===== src/rtl/pmst_ram.sv =====
module pmst_ram #(
    parameter int unsigned WIDTH = 8,
    parameter int unsigned DEPTH = 16
) (
    input  logic                     i_clk,
    input  logic                     i_we,
    input  logic [$clog2(DEPTH)-1:0] i_waddr,
    input  logic [WIDTH-1:0]         i_wdata,
    input  logic [$clog2(DEPTH)-1:0] i_raddr,
    output logic [WIDTH-1:0]         o_rdata
);
    logic [WIDTH-1:0] r_mem [DEPTH];
    logic [WIDTH-1:0] r_rdata;

    always_ff @(posedge i_clk) begin
        if (i_we) begin
            r_mem[i_waddr] <= i_wdata;
        end
        r_rdata <= r_mem[i_raddr];
    end

    assign o_rdata = r_rdata;
endmodule


===== config.mk =====
export PLATFORM = sky130hd
export DESIGN_NAME = pmst_ram
export DESIGN_NICKNAME = d
export VERILOG_FILES = /design/src/rtl/pmst_ram.sv
export SDC_FILE = /design/constraint.sdc
export NUM_CORES = 1
export LEC_CHECK = 0
export ABC_AREA = 1
export BUFFER_PORTS_ARGS = -buffer_cell sky130_fd_sc_hd__buf_4
export CAP_MARGIN = 25
export CORE_MARGIN = 5
export CORE_UTILIZATION = 30
export CTS_CLUSTER_SIZE = 24
export DETAILED_ROUTE_END_ITERATION = 16
export GPL_ROUTABILITY_DRIVEN = 0
export GPL_TIMING_DRIVEN = 0
export SYNTH_ARGS = -nofsm -noshare
export SYNTH_HDL_FRONTEND = slang
export SYNTH_SLANG_ARGS = --single-unit

===== constraint.sdc =====
create_clock -name i_clk -period 1 [get_ports i_clk]
set_clock_uncertainty 0.1 [all_clocks]
set_input_delay 0.05 -clock i_clk [delete_from_list [all_inputs] [get_ports i_clk]]
set_output_delay 0.05 -clock i_clk [all_outputs]
set_load 0.02 [all_outputs]

==> metrics.md, run 1 <==
| Metric | Value |
|---|---|
| Root Buffer | clkbuf_16 |
| Register area | approximately 4000 sq um |
| Post-Syn Area | between 5000 and 6000 sq um |
| Crit-path cells | buf_4 -> nand3b_1 -> nor2_2 |
| TritonCTS Buffers | 17 |
| Clk_lat worst skew | around 0.42 ns |
| Drt drc | 0 |
| Non-filler cells, final | ~900 |
| Met3 routed WL | around 950 microns |
| Layout cells sized above 1 | around 27% |
| Post-CTS repair timing setup buffer count | 0 |
| Full die area | 22100 sq um |
| Syn_nets | roughly 570 |
| Setup Viol. Count Final | 56 |
| Yosys reg bits | between 100 and 150 |
| Vias in the first global route | roughly 3700 |
| Leakage power | roughly 3 nW |
| Max-Cap Viols | 0 |
| Crit end category | flip-flop |
| Filler cells | ~1800 |
| Slew HR | 62.32% |
| DRT met1 WL | approximately 6600 microns |
| RSZ-0062 raised after global routing | true |
| Peak supply drop | approximately 1200 uV |
| Final wirelength | around 15000 microns |
| Detail Route Antenna Nets | 0 |
| Setup CP Type | primary input to flip-flop |
| CP Max Fanout | 8 |
| Met2 wire length | about 6600 microns |
| CTS Buffer Depth | 2 |
| Count of buffer and inverter cells on the critical path | 1 |
| Slowest CP cell | nor2_2 |
| Initial antenna violation count | 0 |
| H-Tree Depth | 4 |
| Worst hold path class | primary input to flip-flop |
| Slew at the pin closest to its max-slew limit | about 0.56 ns |
| Hpwl dp | between 9000 and 10000 microns |
| Tot GR Track Use | a little over an eighth |
| Core ar. | between 15000 and 20000 sq um |
| Critical path data arrival time | approximately 1.1 ns |
| Row count | 50 |
| Iteration-0 DRC Markers | ~310 |
| Status | finished with violations |
| Yosys warnings | 0 |
| Delay-heaviest family, CP | simple AND/OR/NAND/NOR gates |
| CTS Sinks | 136 |
| Wire length per cell | 16.64 microns |
| Die H | 148.6 microns |
| Drt first pass iters | 5 |
| Die X | around 150 microns |
| First-pass GRT wire length | approximately 22000 microns |
| Critical Path RT | about 0.96 ns |
| Initial Utilization | a little under a third |
| Grt total ovfl | 0 |
| Top Metal Used | met4 |
| PD cells | between 1500 and 2000 nW/um^2 |
| Fin crit period | roughly 1.1 ns |
| Synth Area per Inst | between 10 and 15 sq um |
| Reg2reg start | r_mem[7][6]$_DFFE_PP_ |
| Mapped Cells | about 550 |
| Boundary pin count | 26 |
| Largest net degree at the start of global routing | 17 |
| Synth cell types | 12 |
| CTS tree | yes |
| Worst Hold Slack | 0.03636 ns |
| CP Launch Type | primary input |
| Area of the multi-input gates | 1551 sq um |
| F_max | a little over 900 MHz |
| Clk slew on worst S/H paths | approximately 0.060 ns |
| Post-Place Cells | around 830 |
| Setup crit start | i_waddr[3] |
| Final worst-path cycle share | 110.0% |
| Antenna fix cells | 0 |
| Final WS setup | -0.1001 ns |
| Area Growth Syn to Fin | 27.21% |
| IO Port Bufs | 22 |
| Failing checks | negative setup slack |
| Post-synthesis sequential area ratio | a little over two thirds |
| Worst hold start | i_raddr[1] |
| Crit path largest cell delay | 0.54 ns |
| Final Hold Viols | 0 |
| Nets | about 620 |
| Via count | ~3800 |
| Vias per cell | roughly 4.4 |
| Pins over their slew limit | 0 |
==> area by class of cell <==
cell class / instances / area share, %
Inverter: 102 / 5.219
Clock buffer: 18 / 5.850
Timing Repair Buffer: 31 / 3.889
Sequential cell: 136 / 54.72
Clock inverter: 14 / 2.473
Buffer: 24 / 2.268
Multi-Input combinational cell: 289 / 21.15
Tap cell: 260 / 4.435
==> synth_stat cells <==
library cell	instances	share of area [%]
nand2_1	173	11
edfxtp_1	128	67
inv_1	100	6.5
nand3b_1	2	0.26
buf_6	6	1.2
buf_4	4	0.52
dfxtp_1	8	2.8
nand3_1	97	8.4
nor2_1	17	1.1
buf_1	1	0.065
inv_2	2	0.13
buf_2	13	1.1
==> cell usage in the layout (no fill, tap or decap), drive strengths merged <==
cell / n
dlygate4sd3: 9
nand3b: 2
clkinv: 8
nand2: 173
bufinv: 4
clkbuf: 18
clkinvlp: 2
nor2: 17
buf: 46
edfxtp: 128
nand3: 97
dfxtp: 8
inv: 102
==> repair_timing <==
action | 4_1_cts | 5_1_grt
endpoints found under the setup margin | 96 | 80
pin swaps | 25 | 15
endpoints found under the hold margin | 134 | 0
hold buffers | 9 | 0
resized for setup | 66 | 27
==> state kept, by name, summed over array words and instances (netlist names) <==
register	flops
o_rdata	8
r_mem	128
==> path summary, 6_finish.rpt <==
check,slack [ns],end,cells after the start
worst max-delay path,-0.10,r_mem[5][3]$_DFFE_PP_,3
worst min register to register,0.62,o_rdata[6]$_DFF_P_,6
worst min-delay path,0.04,o_rdata[0]$_DFF_P_,5
worst max register to register,-0.07,o_rdata[6]$_DFF_P_,6
==> layer usage <==
layer / vias up / global-route usage [%]
met3: 23 / 2.681
li1: 1869 / -
met4: 0 / 5.774
met5: - / 0
met1: 1816 / 18.94
met2: 135 / 21.16
==> power breakdown <==
part | switching, mW | internal [mW] | total [mW]
registers | 0.0395 | 6.38 | 6.42
clock network | 2.33 | 4.14 | 6.47
logic | 0.718 | 0.370 | 1.09
total | 3.09 | 10.9 | 14.0
==> tightest hold or removal path: stages <==
cell	delay (ns)
buf_2	0.15
nand3_2	0.10
nand3_2	0.08
nand3_2	0.08
nand2_2	0.05
==> cells by family (layout without fill, tap and decap cells) <==
family / Yosys count / after routing / share of synthesized area [%]
DFF: 136 / 136 / 69.43
and+or+nand+nor: 289 / 289 / 21.05
buffers and inverters: 126 / 189 / 9.525
==> stage by stage <==
| stage | utilization (%) | TNS [ns] | instance area (sq um) | power [mW] | setup WS (ns) |
|---|---|---|---|---|---|
| 2_1_floorplan | - | -8.036 | 5782 | 7.022 | -0.1008 |
| 3_3_place_gp | 33.31 | -60.16 | 6272 | 7.439 | -0.6073 |
| 3_5_place_dp | 33.31 | -63.25 | 6272 | 7.449 | -0.6350 |
| 4_1_cts | 38.35 | -5.092 | 7221 | 13.99 | -0.1901 |
| 5_1_grt | 38.96 | -5.316 | 7336 | 14.34 | -0.1281 |
| 6_report | 38.96 | -2.337 | 7336 | 13.98 | -0.1001 |
Note: power is estimated with default switching activity, not from simulation.
==> run 2, diff against run 1 <==
--- a/config.mk
+++ b/config.mk
@@ -5,7 +5,7 @@
 export SDC_FILE = /design/constraint.sdc
 export NUM_CORES = 1
 export LEC_CHECK = 0
-export ABC_AREA = 1
+export ABC_AREA = 0
 export BUFFER_PORTS_ARGS = -buffer_cell sky130_fd_sc_hd__buf_4
 export CAP_MARGIN = 25
 export CORE_MARGIN = 5
@@ -14,6 +14,7 @@
 export DETAILED_ROUTE_END_ITERATION = 16
 export GPL_ROUTABILITY_DRIVEN = 0
 export GPL_TIMING_DRIVEN = 0
+export PLACE_DENSITY_LB_ADDON = 0.05
 export SYNTH_ARGS = -nofsm -noshare
 export SYNTH_HDL_FRONTEND = slang
 export SYNTH_SLANG_ARGS = --single-unit
==> run 2 against run 1 <==
Compared with the run above: the flow still finishes with violations (negative setup slack); global-route usage decreased by 1.3 points; fmax decreased by 22%; total power decreased by 1.8%; critical endpoint is now o_rdata[4]$_DFF_P_; largest cell class unchanged; highest routed layer unchanged.
==> metrics.md, run 2 <==
| Metric | Value |
|---|---|
| CTS tree | yes |
| Detail Route Antenna Nets | 0 (unchanged) |
| Final WS setup | -0.4152 ns (-0.3151 ns) |
| Post-synthesis sequential area ratio | 77.78% (+8.4 points) |
| Iteration-0 DRC Markers | 196 (-38%) |
| F_max | 706.6 MHz (-22%) |
| Most common cell after layout, fill and taps aside | edfxtp_1 |
| Int Power | 10.91 mW (+0.18%) |
| P_sw | 2.816 mW (-8.9%) |
| Initial Utilization | 30.82% (+0.20 points) |
| Switch share | 20.52% (-1.6 points) |
| Yosys reg bits | 136 (unchanged) |
| Status | finished with violations |
| Slew HR | 43.01% (-19 points) |
| Antenna fix cells | 0 (unchanged) |
| Largest register FFs | 128 (unchanged) |
| Most frequent cell after synthesis | edfxtp_1 |
| CP Launch Type | flip-flop |
| Synth Area per Inst | 22.48 sq um (+110%) |
| Vias per cell | 4.533 (+3.1%) |
| Logic pwr share | 6.3% (-1.5 points) |
| Sequential Power Share | 46.8% (+0.9 points) |
| Wire length per cell | 22.08 microns (+33%) |
| Mapped Cells | 229 (-58%) |
| Largest net degree at the start of global routing | 17 (unchanged) |
| Post-Syn Area | 5147 sq um (-11%) |
| Fin crit period | 1.415 ns (+0.3151 ns) |
| Synth area leaders | edfxtp_1, mux4_2, mux4_1 |
| Die H | 141.0 microns (-5.1%) |
| Final worst-path cycle share | 141.5% (+32 points) |
| TritonCTS Buffers | 17 (unchanged) |
| Final wirelength | 11480 microns (-21%) |
| Vias in the first global route | 2550 (-31%) |
| Hpwl dp | 7399 microns (-22%) |
| Final Util | 39.41% (+0.45 points) |
| Area leader, netlist | edfxtp_1 |
| Top_reg_cell synth | edfxtp_1 |
| Drt first pass iters | 4 (-1) |
| Synth top cells by count | edfxtp_1, mux4_2, a22oi_1, mux4_1, nor2_1 |
| CP Max Fanout | 1 (-7) |
| Clock share of power | 46.9% (+0.6 points) |
| Setup Viol. Count Final | 8 (-86%) |
| Crit end category | flip-flop |
| Layout cells sized above 1 | 45.00% (+18 points) |
| Area Growth Syn to Fin | 27.86% |
| RSZ-0062 raised after global routing | true |
| Boundary pin count | 26 (unchanged) |
| Number of flops mapped to enable cells by yosys | 128 (unchanged) |
| H-Tree Depth | 4 (unchanged) |
| Via count | 2357 (-39%) |
| CTS Sinks | 136 (unchanged) |
| Clk slew on worst S/H paths | 0.06 ns (about the same) |
| CTS Buffer Depth | 2 (unchanged) |
| Peak supply drop | 1041 uV (-12%) |
| Full die area | 19880 sq um (-10%) |
| Top reg by flops | r_mem |
| Setup CP Type | flip-flop to flip-flop |
| Design Power | 13.72 mW (-1.8%) |
| Syn_nets | 247 (-57%) |
| Slew at the pin closest to its max-slew limit | 0.8516 ns (+0.2870 ns) |
| Critical path data arrival time | 1.60 ns (+0.54 ns) |
| Die X | 141.0 microns (-5.1%) |
| Yosys top cell area share | 74.67% (+8.0 points) |
| Post-Place Worst Slack | -0.7817 ns (-0.1466 ns) |
| Drt drc | 0 (unchanged) |
| Synth cell types | 19 (+7) |
| Clk_lat worst skew | 0.41 ns (about the same) |
| Nets | 305 (-51%) |
| Pins over their slew limit | 0 (unchanged) |
| Failing checks | negative setup slack |
| Worst hold path class | primary input to flip-flop |
| Final Hold Viols | 0 (unchanged) |
| Most frequent cells in the layout | edfxtp_1, mux4_2, buf_4 |
| IO Port Bufs | 24 (+9.1%) |
| Yosys warnings | 0 (unchanged) |
| Grt total ovfl | 0 (unchanged) |
| Core ar. | 16700 sq um (-11%) |
| Initial antenna violation count | 0 (unchanged) |
| Row count | 47 (-6.0%) |
| Leakage power | 2.108 nW (-31%) |
| Critical Path RT | 1.18 ns (+0.22 ns) |
| Root Buffer | clkbuf_16 |
| First-pass GRT wire length | 17070 microns (-22%) |
| Max-Cap Viols | 0 (unchanged) |
| Tot GR Track Use | 12.44% (-1.3 points) |
| PD cells | 2085 nW/um^2 (+9.4%) |
| Ys async rst share | 0% (unchanged) |
[run 2: cell count changes in the layout (fill, tap and decap cells not counted), moves of 8 or more]
cell     previous run  this run
nand3_2            50         1
mux4_2              0        32
a22oi_2             0         8
nor2_2             14         0
nand2_2            15         0
nand3_1            47         0
inv_1             100         0
a22oi_1             0         8
nand2_1           158         9
nor2_4              2        12
buf_2              13         3
[run 2: cell families (layout without fill, tap and decap cells)]
| family | count (synthesis) | in the layout | share of synthesized area, % |
|---|---|---|---|
| mux | 32 | 32 | 15.02 |
| buf+inv | 10 | 81 | 1.677 |
| flops | 136 | 136 | 77.78 |
| compound gates | 16 | 16 | 2.334 |
| simple gates | 35 | 35 | 3.184 |
[run 2: critical path, stage by stage (launching register included)]
cell,delay [ns]
edfxtp_1,0.36
mux4_2,0.53
a22oi_2,0.20
nand2_1,0.10
[run 2: stage by stage]
stage / instances / area, sq um / TNS, ns / hold slack [ns]
after floorplan: 229 / 5221 / -17.20 / 0.04887
after global placement: 473 / 5677 / -68.23 / 0.2914
after detailed placement: 473 / 5677 / -68.91 / 0.2899
after CTS: 519 / 6569 / -3.345 / 0.004811
after global routing: 520 / 6581 / -3.753 / 0.006702
final: 520 / 6581 / -3.018 / 0.01709
[run 2: timing repair]
action / in CTS / in global routing
hold buffers: 8 / 0
setup endpoints to repair: 96 / 55
hold endpoints to repair: 128 / 0
gates resized for setup: 32 / 1
setup buffers: 6 / 1
pin swaps: 4 / 1
[run 2: cell type report]
type	count	area (sq um)
Fill cell	1532	10120
Sequential cell	136	4013
Multi-Input combinational cell	83	1187
Clock buffer	18	429.2
Timing Repair Buffer	39	380.4
Tap cell	220	275.3
Clock inverter	14	181.4
Buffer	10	115.1
[run 2: final timing paths]
check	from	end	slack [ns]	cells after the start
min reg2reg	r_mem[8][0]$_DFFE_PP_	o_rdata[0]$_DFF_P_	0.60	3
max	r_mem[7][4]$_DFFE_PP_	o_rdata[4]$_DFF_P_	-0.42	3
min	i_waddr[1]	r_mem[12][1]$_DFFE_PP_	0.02	2
max reg2reg	r_mem[7][4]$_DFFE_PP_	o_rdata[4]$_DFF_P_	-0.42	3
[run 2: routing by layer]
layer  vias to the layer above  GRT usage [%]  part of all wire [%]
met5                         -              0                     0
met2                        40          18.75                    48
met1                      1228          17.36                    48
met3                        12          3.759                   3.6
met4                         0          3.978                   1.3
li1                       1077              -                     -
[run 2: power by group through the flow]
| stage | Clock [mW] | Sequential [mW] | Combinational, mW |
|---|---|---|---|
| CTS | 6.60 | 6.42 | 0.891 |
| floorplan | 0 | 6.57 | 0.373 |
| finish | 6.44 | 6.42 | 0.868 |
| global placement | 0 | 6.52 | 0.788 |
| detailed placement | 0 | 6.52 | 0.795 |
| global route | 6.83 | 6.43 | 0.935 |
==> run 3, diff against run 2 <==
==> constraint.sdc (replaced) <==
create_clock -name i_clk -period 1.6 [get_ports i_clk]
set_clock_uncertainty 0.1 [all_clocks]
set_input_delay 0.08 -clock i_clk [delete_from_list [all_inputs] [get_ports i_clk]]
set_output_delay 0.08 -clock i_clk [all_outputs]
set_load 0.02 [all_outputs]
==> run 3 against run 2 <==
Compared with the run above: clock power decreased by 43%; the run now ends clean; sequential share of layout area increased by 2.7 points; global-route usage about the same; final area decreased by 4.5%.
==> metrics.md, run 3 (same netlist as run 2, synthesis figures left out) <==
| Metric | Value |
|---|---|
| Status | finished clean |
| Setup CP Type | primary input to flip-flop |
| Drt drc | 0 (unchanged) |
| Die X | 141.0 microns (unchanged) |
| Drt first pass iters | 4 (unchanged) |
| Reg2reg start | r_mem[0][5]$_DFFE_PP_ |
| Total negative slack | 0 ns (+3.018 ns) |
| Clk_lat worst skew | 0.41 ns (about the same) |
| Top reg by flops | r_mem |
| FF-to-FF path depth | 3 (unchanged) |
| H-Tree Depth | 4 (unchanged) |
| Die H | 141.0 microns (unchanged) |
| Post-Place Cells | 475 (+0.42%) |
| Detail Route Antenna Nets | 0 (unchanged) |
| Tot GR Track Use | 12.47% (+0.035 points) |
| Grt total ovfl | 0 (unchanged) |
| Most common cell after layout, fill and taps aside | edfxtp_1 |
| Final WS setup | 0.05417 ns (+0.4694 ns) |
| Worst hold start | i_raddr[1] |
| Largest register FFs | 128 (unchanged) |
| Nets | 302 (-0.98%) |
| F_max | around 650 MHz |
| CTS Buffer Depth | 2 (unchanged) |
| Core ar. | 16700 sq um (unchanged) |
| CTS Sinks | 136 (unchanged) |
| Vias per cell | 4.649 (+2.6%) |
| Area of the multi-input gates | 1082 sq um (-8.9%) |
| Peak supply drop | 733.1 uV (-30%) |
| Slew at the pin closest to its max-slew limit | 0.9451 ns (+0.09341 ns) |
| Pins over their slew limit | 0 (unchanged) |
| Final worst-path cycle share | approximately 97% |
| Worst Hold Slack | 0.01866 ns (+0.001570 ns) |
| Count of buffer and inverter cells on the critical path | 1 (+1) |
| Largest net degree at the start of global routing | 17 (unchanged) |
| Critical path data arrival time | 1.47 ns (-0.13 ns) |
| Setup crit start | i_waddr[2] |
| Antenna fix cells | 0 (unchanged) |
| Most frequent cells in the layout | edfxtp_1, buf_4, mux4_2 |
| Hpwl dp | 7516 microns (+1.6%) |
| Worst hold path class | primary input to flip-flop |
| Root Buffer | clkbuf_16 |
| Filler cells | 1560 (+1.8%) |
| Max-Cap Viols | 0 (unchanged) |
| Area Growth Syn to Fin | 22.12% |
| Register area | 4004 sq um (-0.22%) |
| Final wirelength | 11740 microns (+2.3%) |
| Vias in the first global route | 2471 (-3.1%) |
| Crit-path cells | buf_4 -> or3b_2 -> nor2_1 |
| CTS tree | yes |
| Layout cells sized above 1 | 28.72% (-16 points) |
| Row count | 47 (unchanged) |
| Placed cell area | 5625 sq um (-0.90%) |
| Post-Place Worst Slack | -0.3946 ns (+0.3871 ns) |
| CP Max Fanout | 8 (+7) |
| RSZ-0062 raised after global routing | false |
| Fin crit period | 1.546 ns |
| Hold depth | 4 (+2) |
| Wire length per cell | 22.76 microns (+3.1%) |
| Delay-heaviest family, CP | simple AND/OR/NAND/NOR gates |
| Slew HR | 36.76% (-6.3 points) |
| Slowest CP cell | nor2_1 |
| Crit end category | flip-flop |
| PD cells | 1294 nW/um^2 (-38%) |
| Critical Path RT | 1.53 ns (+0.35 ns) |
| Final Hold Viols | 0 (unchanged) |
| Crit path largest cell delay | 0.74 ns (+0.21 ns) |
| Setup Viol. Count Final | 0 (-8) |
| Clk slew on worst S/H paths | 0.06 ns (about the same) |
| Non-filler cells, final | 516 (-0.77%) |
| First-pass GRT wire length | 16980 microns (-0.53%) |
| Initial Utilization | 30.82% (unchanged) |
| Via count | 2399 (+1.8%) |
| CP Launch Type | primary input |
| Initial antenna violation count | 0 (unchanged) |
| IO Port Bufs | 24 (unchanged) |
| Boundary pin count | 26 (unchanged) |
| TritonCTS Buffers | 17 (unchanged) |
| Iteration-0 DRC Markers | 137 (-30%) |
| Full die area | 19880 sq um (unchanged) |
| Critical path depth | 3 (unchanged) |
| Leakage power | 2.073 nW (-1.7%) |
| Finished Cell Area | 6286 sq um (-4.5%) |
## run 3: cell count changes in the layout (fill, tap and decap cells not counted), sizes merged
cell,before,now
clkinv,6,5
clkinvlp,4,3
dlygate4sd3,8,10
clkbuf,18,21
bufinv,4,2
buf,38,33
## run 3: metrics by stage
step                      power [mW]  util, %
after global routing           8.414    37.64
after CTS                      8.211    37.55
final                          8.135    37.64
after detailed placement       4.541    33.68
after global placement         4.534    33.58
after floorplan                4.306        -
## run 3: cell type report
cell class	instances	share of cell area, %
Clock inverter	10	1.672
Clock buffer	21	7.006
Buffer	10	1.373
Sequential cell	136	63.69
Multi-Input combinational cell	83	17.22
Timing Repair Buffer	36	4.658
Tap cell	220	4.379
## run 3: metal layers
| metal | vias to the layer above | GRT usage (%) | share of wire, % |
|---|---|---|---|
| met3 | 11 | 3.691 | 3.5 |
| met2 | 45 | 18.47 | 47 |
| li1 | 1082 | - | - |
| met4 | 0 | 3.978 | 1.2 |
| met5 | - | 0 | 0 |
| met1 | 1261 | 17.73 | 48 |
## run 3: worst min-delay path, delay by kind of cell
| family | cells | cell delay (ns) |
|---|---|---|
| simple gates | 1 | 0.06 |
| buf+inv | 1 | 0.12 |
| compound gates | 1 | 0.08 |
| mux | 1 | 0.15 |
## run 3: path summary, 6_finish.rpt
path                                         endpoint  slack [ns]
worst max register to register     o_rdata[5]$_DFF_P_        0.10
worst max-delay path            r_mem[2][1]$_DFFE_PP_        0.05
worst min register to register     o_rdata[2]$_DFF_P_        0.59
worst min-delay path               o_rdata[0]$_DFF_P_        0.02
## run 3: repair_timing
item,in CTS,in global routing
hold endpoints to repair,131,0
buffers inserted,0,0
setup endpoints to repair,0,7
resized for setup,0,3
hold buffers,10,0
## run 3: report_power, final
part / internal (mW) / switching (mW)
Sequential: 3.98 / 0.0188
Combinational: 0.202 / 0.269
Clock: 2.26 / 1.40
